File: src/rtl/ftss_pkg.sv
// ----------------------------------------------------------------------------
// ftss_pkg: shared types and constants for the fm tone segment synthesizer
// widths, register codes, controller commands and the sine table builder
// ----------------------------------------------------------------------------
package ftss_pkg;

    localparam int CFG_W     = 31;
    localparam int STEP_W    = 31;
    localparam int AMP_W     = 15;
    localparam int INT_W     = 8;
    localparam int SAMPLE_W  = 16;
    localparam int PHASE_W   = 32;
    localparam int RES_W     = 25;
    localparam int FRAC_W    = 24;
    localparam int SIN_W     = 31;
    localparam int CFG_IDX_W = 3;

    localparam int SINE_ADDR_BITS_DEFAULT = 10;
    localparam int MAX_RUN_DEFAULT        = 64;

    // byte-serial divide by 255
    localparam int DIV_W     = 40;
    localparam int DIV_STEPS = DIV_W / 8;
    localparam int DIV_BASE  = 255;

    localparam logic [63:0] TWO_PI_Q30 = 64'd6746518852;

    localparam logic [CFG_W-1:0] BLACK_STEP_RESET   = 31'd134217728;
    localparam logic [CFG_W-1:0] WHITE_STEP_RESET   = 31'd205799851;
    localparam logic [CFG_W-1:0] SYNC_STEP_RESET    = 31'd107374182;
    localparam logic [CFG_W-1:0] PIXEL_LENGTH_RESET = 31'd369360896;
    localparam logic [CFG_W-1:0] SYNC_LENGTH_RESET  = 31'd1006632960;
    localparam logic [AMP_W-1:0] AMPLITUDE_RESET    = 15'd25000;

    typedef enum logic [CFG_IDX_W-1:0] {
        REG_BLACK_STEP,
        REG_WHITE_STEP,
        REG_SYNC_STEP,
        REG_PIXEL_LENGTH,
        REG_SYNC_LENGTH,
        REG_AMPLITUDE
    } cfg_reg_t;

    typedef enum logic [1:0] {
        MUL_DIFF_P,
        MUL_S_T,
        MUL_S_LEN
    } mul_sel_t;

    typedef enum logic [2:0] {
        ST_IDLE,
        ST_MUL_DIFF,
        ST_DIVIDE,
        ST_STEP,
        ST_MUL_T,
        ST_MUL_L,
        ST_RUN,
        ST_FINISH
    } state_t;

    typedef struct packed {
        logic     load;
        logic     mul_en;
        mul_sel_t mul_sel;
        logic     div_load;
        logic     div_step;
        logic     step_load;
        logic     phase_load;
        logic     issue;
        logic     finish;
    } ctrl_cmd_t;

    typedef struct packed {
        logic pipe_en;
        logic tk_lt_len;
        logic last_sample;
    } ctrl_status_t;

    // quarter-wave sine magnitude in q30, evaluated at elaboration only
    function automatic logic [SIN_W-1:0] sine_entry(input int unsigned r,
                                                     input int unsigned abits);
        logic [63:0]        x;
        logic [63:0]        term;
        logic signed [63:0] sum;
        x    = (64'(r) * TWO_PI_Q30) >> abits;
        term = x;
        sum  = signed'(x);
        for (int k = 1; k <= 9; k++)
        begin
            term = (term * x) >> 30;
            term = (term * x) >> 30;
            term = term / 64'((2 * k) * (2 * k + 1));
            if ((k % 2) == 1)
                sum = sum - signed'(term);
            else
                sum = sum + signed'(term);
        end
        if (sum < 0)
            sum = 0;
        if (sum > 64'sd1073741824)
            sum = 64'sd1073741824;
        return sum[SIN_W-1:0];
    endfunction

endpackage

File: src/rtl/ftss_ctrl.sv
// ----------------------------------------------------------------------------
// ftss_ctrl: segment sequencer
// steps each segment through setup, the sample run and the state update
// ----------------------------------------------------------------------------
module ftss_ctrl (
    input  logic                   clk,
    input  logic                   rst_n,
    input  logic                   in_valid,
    output logic                   in_ready,
    output ftss_pkg::ctrl_cmd_t    cmd,
    input  ftss_pkg::ctrl_status_t status
);
    import ftss_pkg::*;

    localparam int CNT_W = $clog2(DIV_STEPS);

    state_t           state_reg, state_next;
    logic [CNT_W-1:0] cnt_reg, cnt_next;

    always_ff @(posedge clk or negedge rst_n)
    begin
        if (!rst_n)
        begin
            state_reg <= ST_IDLE;
            cnt_reg   <= '0;
        end
        else
        begin
            state_reg <= state_next;
            cnt_reg   <= cnt_next;
        end
    end

    always_comb
    begin
        state_next = state_reg;
        cnt_next   = cnt_reg;
        cmd        = '0;
        in_ready   = 1'b0;
        case (state_reg)
            ST_IDLE:
            begin
                in_ready = 1'b1;
                if (in_valid)
                begin
                    cmd.load   = 1'b1;
                    state_next = ST_MUL_DIFF;
                end
            end
            ST_MUL_DIFF:
            begin
                cmd.mul_en   = 1'b1;
                cmd.mul_sel  = MUL_DIFF_P;
                cmd.div_load = 1'b1;
                cnt_next     = '0;
                state_next   = ST_DIVIDE;
            end
            ST_DIVIDE:
            begin
                cmd.div_step = 1'b1;
                if (cnt_reg == CNT_W'(DIV_STEPS - 1))
                    state_next = ST_STEP;
                else
                    cnt_next = cnt_reg + 1'b1;
            end
            ST_STEP:
            begin
                cmd.step_load = 1'b1;
                state_next    = ST_MUL_T;
            end
            ST_MUL_T:
            begin
                cmd.mul_en  = 1'b1;
                cmd.mul_sel = MUL_S_T;
                state_next  = ST_MUL_L;
            end
            ST_MUL_L:
            begin
                cmd.mul_en     = 1'b1;
                cmd.mul_sel    = MUL_S_LEN;
                cmd.phase_load = 1'b1;
                state_next     = ST_RUN;
            end
            ST_RUN:
            begin
                if (!status.tk_lt_len)
                    state_next = ST_FINISH;
                else if (status.pipe_en)
                begin
                    cmd.issue = 1'b1;
                    if (status.last_sample)
                        state_next = ST_FINISH;
                end
            end
            ST_FINISH:
            begin
                cmd.finish = 1'b1;
                state_next = ST_IDLE;
            end
            default:
            begin
                state_next = ST_IDLE;
            end
        endcase
    end

    a_div_count: assert property (@(posedge clk) disable iff (!rst_n)
        state_reg == ST_DIVIDE |-> cnt_reg < CNT_W'(DIV_STEPS))
        else $error("divide digit count out of range");

endmodule

File: config.mk
export PLATFORM = sky130hd
export DESIGN_NAME = ftss_ctrl
export DESIGN_NICKNAME = d
export VERILOG_FILES = /design/src/rtl/ftss_pkg.sv /design/src/rtl/ftss_ctrl.sv
export SDC_FILE = /design/constraint.sdc
export NUM_CORES = 1
export LEC_CHECK = 0
export ABC_AREA = 1
export BUFFER_PORTS_ARGS = -buffer_cell sky130_fd_sc_hd__buf_2
export CORE_UTILIZATION = 25
export CTS_CLUSTER_DIAMETER = 100
export DETAILED_ROUTE_END_ITERATION = 10
export GPL_TIMING_DRIVEN = 0
export PLACE_DENSITY = 0.44
export SYNTH_ARGS = -nofsm -noshare
export SYNTH_HDL_FRONTEND = slang
export SYNTH_SLANG_ARGS = --single-unit
export TNS_END_PERCENT = 20
File: constraint.sdc
create_clock -name clk -period 2.5 [get_ports clk]
set_clock_uncertainty 0.1 [all_clocks]
set_input_delay 0.25 -clock clk [delete_from_list [all_inputs] [get_ports clk]]
set_output_delay 0.25 -clock clk [all_outputs]
set_load 0.01 [all_outputs]
==> run_results.csv <==
group,metric,value,unit
outcome,outcome,"complete, no violations",
global_routing,antenna_found_initial,0,
clocking,htreeDepth,1,
logic_synthesis,synthCells,72,
detailed_routing,dr.pass1.iters,3,
sta,final_hold_viol_count,0,
global_routing,grt_pass1_wl,1.752,mm
sta,rsz0062_at_grt,"no",
place,place_congestion,0.7242,
clocking,cts_tree,"done",
job,drv_cap,0,
critical_path,worst-setup-path-type,"reg -> out",
logic_synthesis,syn_area_per_cell,7.455,um^2
global_routing,first_global_vias,448,
critical_path,startpoint_type,"flop",
floorplanning,dieWidth,48.34,um
final_layout,drive_gt1_share,41.30,%
global_routing,gr-total-overflow,0,
sta,setup_slack,0.7958,ns
logic_synthesis,ys_warn_count,0,
global_routing,groute.usage.overall,9.707,%
floorplanning,boundaryPins,17,
detailed_routing,drc,0,
clocking,clk_pin_slew,0.04,ns
floorplanning,die_area,2336,um^2
sta,maxSlewHeadroom,86.51,%
power_and_ir_drop,p_per_area,1148,nW/um^2
floorplanning,initial_core_util,27.08,%
logic_synthesis,ys_top_cells_by_area,"dfrtp_1, ha_1, nand2_1",
power_and_ir_drop,p_leak,0.4503,nW
clocking,clk_latency,0.24,ns
sta,max_slew.worst_pin.slew,0.2021,ns
sta,finalCriticalPeriod,1.704,ns
detailed_routing,ant_nets,0,
clocking,post_cts_buffers,0,
power_and_ir_drop,max-vdd-ir-drop,0.5317,mV
final_layout,antenna_cells,0,
final_layout,final_common_cell,"buf_2",
floorplanning,die_y,48.34,um
clocking,cts_max_path_buffers,2,
logic_synthesis,seq_area_frac_synth,27.97,%
critical_path,cp-end-kind,"output pin",
place,place_ws,1.046,ns
clocking,clock-sinks,6,
place,numPortBuffers,16,
final_layout,fillers,212,
logic_synthesis,postSynthNetCount,84,
min_path,hold_class,"in -> reg",
logic_synthesis,ys_types,17,
detailed_routing,drt_wl_total,973,um
detailed_routing,vias,480,
detailed_routing,routed_via_density,4.034,
final_layout,final_nets,106,
sta,setup_viol,0,
final_layout,area_growth,27.27,%
floorplanning,core-area,1982,um^2
place,hpwl,851.2,um
clocking,cts-root-buf,"clkbuf_4",
critical_path,arrival,1.35,ns
sta,final_max_slew_viol_count,0,
global_routing,grt_max_degree,7,
logic_synthesis,synth_top_area_share,27.97,%
logic_synthesis,synth.ff_latch_count,6,
detailed_routing,routedWlPerCell,8.176,um
sta,finalCritPeriodShare,68.17,%
clocking,cts_made_buffers,3,
critical_path,cp.required,2.15,ns
floorplanning,row_count,16,
logic_synthesis,synth_area_leader_cell,"dfrtp_1",
logic_synthesis,syn-cell-area,536.8,um^2
sta,finalSetupTns,0,ns
critical_path,cp_max_fo,4,
final_layout,layout_common_cells,"buf_2, nand2_1, inv_1",
detailed_routing,drtIter0Drc,9,
sta,max_freq,0.5868,GHz
metal layers:
metal | track usage [%] | share of wire, % | vias to the layer above
li1 | - | - | 258
met1 | 12.06 | 50 | 216
met2 | 14.55 | 48 | 6
met3 | 3.145 | 2.8 | 0
met4 | 5.882 | 0 | 0
met5 | 0 | 0 | -
synth_stat cells:
cell / instances
buf_4: 1
a21oi_2: 1
nand3_2: 1
xor2_1: 1
nand3_1: 9
nor2_4: 1
ha_1: 6
dfrtp_1: 6
o21ai_2: 2
inv_1: 13
nor2_2: 2
nand2_1: 15
nand2_4: 3
or2_2: 1
inv_2: 4
nor2_1: 3
nand2_2: 3
power by group:
part	total (mW)	internal, mW	switching (mW)
sequential	0.172	0.138	0.0338
combinational	0.528	0.213	0.315
clock	0.0840	0.0540	0.0301
cell type report:
class / instances / area (um^2) / share of cell area, %
multi-input cells: 48 / 315.3 / 46.15
flip-flops and latches: 6 / 150.1 / 21.98
repair buffers: 17 / 90.09 / 13.19
inverters: 17 / 63.81 / 9.341
well taps: 27 / 33.78 / 4.945
clock buffers: 3 / 22.52 / 3.297
plain buffers: 1 / 7.507 / 1.099
timing repair:
| action | CTS | global route |
|---|---|---|
| gates resized for setup | 0 | 0 |
| hold endpoints to repair | 6 | 0 |
| hold buffers | 1 | 0 |
cell families after synthesis:
family	share of synthesized area, %
AOI/OAI and AO/OA	4.896
and+or+nand+nor	38.23
DFF	27.97
adders and majority gates	13.99
xor gates and xnor gates	1.632
buffers and inverters	13.29
worst max-delay path, cell delays in order, from the launching register on:
cell and delay, ns:
dfrtp_1 0.41, inv_1 0.09, ha_1 0.25, nand2_1 0.14
nand3_1 0.10, buf_2 0.13
final timing paths:
kind,start,end,slack [ns],depth (start not counted)
setup reg to reg,state_reg[0],state_reg[0],1.05,8
max in group asynchronous,rst_n,state_reg[2],1.89,2
hold / removal,status[1],state_reg[2],0.24,3
hold reg to reg,state_reg[1],state_reg[1],0.43,2
setup / recovery,state_reg[0],cmd[8],0.80,5
min in group asynchronous,rst_n,cnt_reg[1],0.26,2
per-stage QoR:
stage / cell area, um^2 / utilization (%) / hold WS, ns / std cells / total power, mW
global route: 683.2 / 34.47 / 0.2249 / 119 / 0.8822
floorplan: 536.8 / - / -0.1456 / 72 / 0.5736
detailed placement: 650.6 / 32.83 / -0.01890 / 115 / 0.7105
finish: 683.2 / 34.47 / 0.2374 / 119 / 0.7841
CTS: 683.2 / 34.47 / 0.2229 / 119 / 0.8019
global placement: 650.6 / 32.83 / -0.01967 / 115 / 0.7165
No activity file was read; power rests on OpenSTA's default activity.
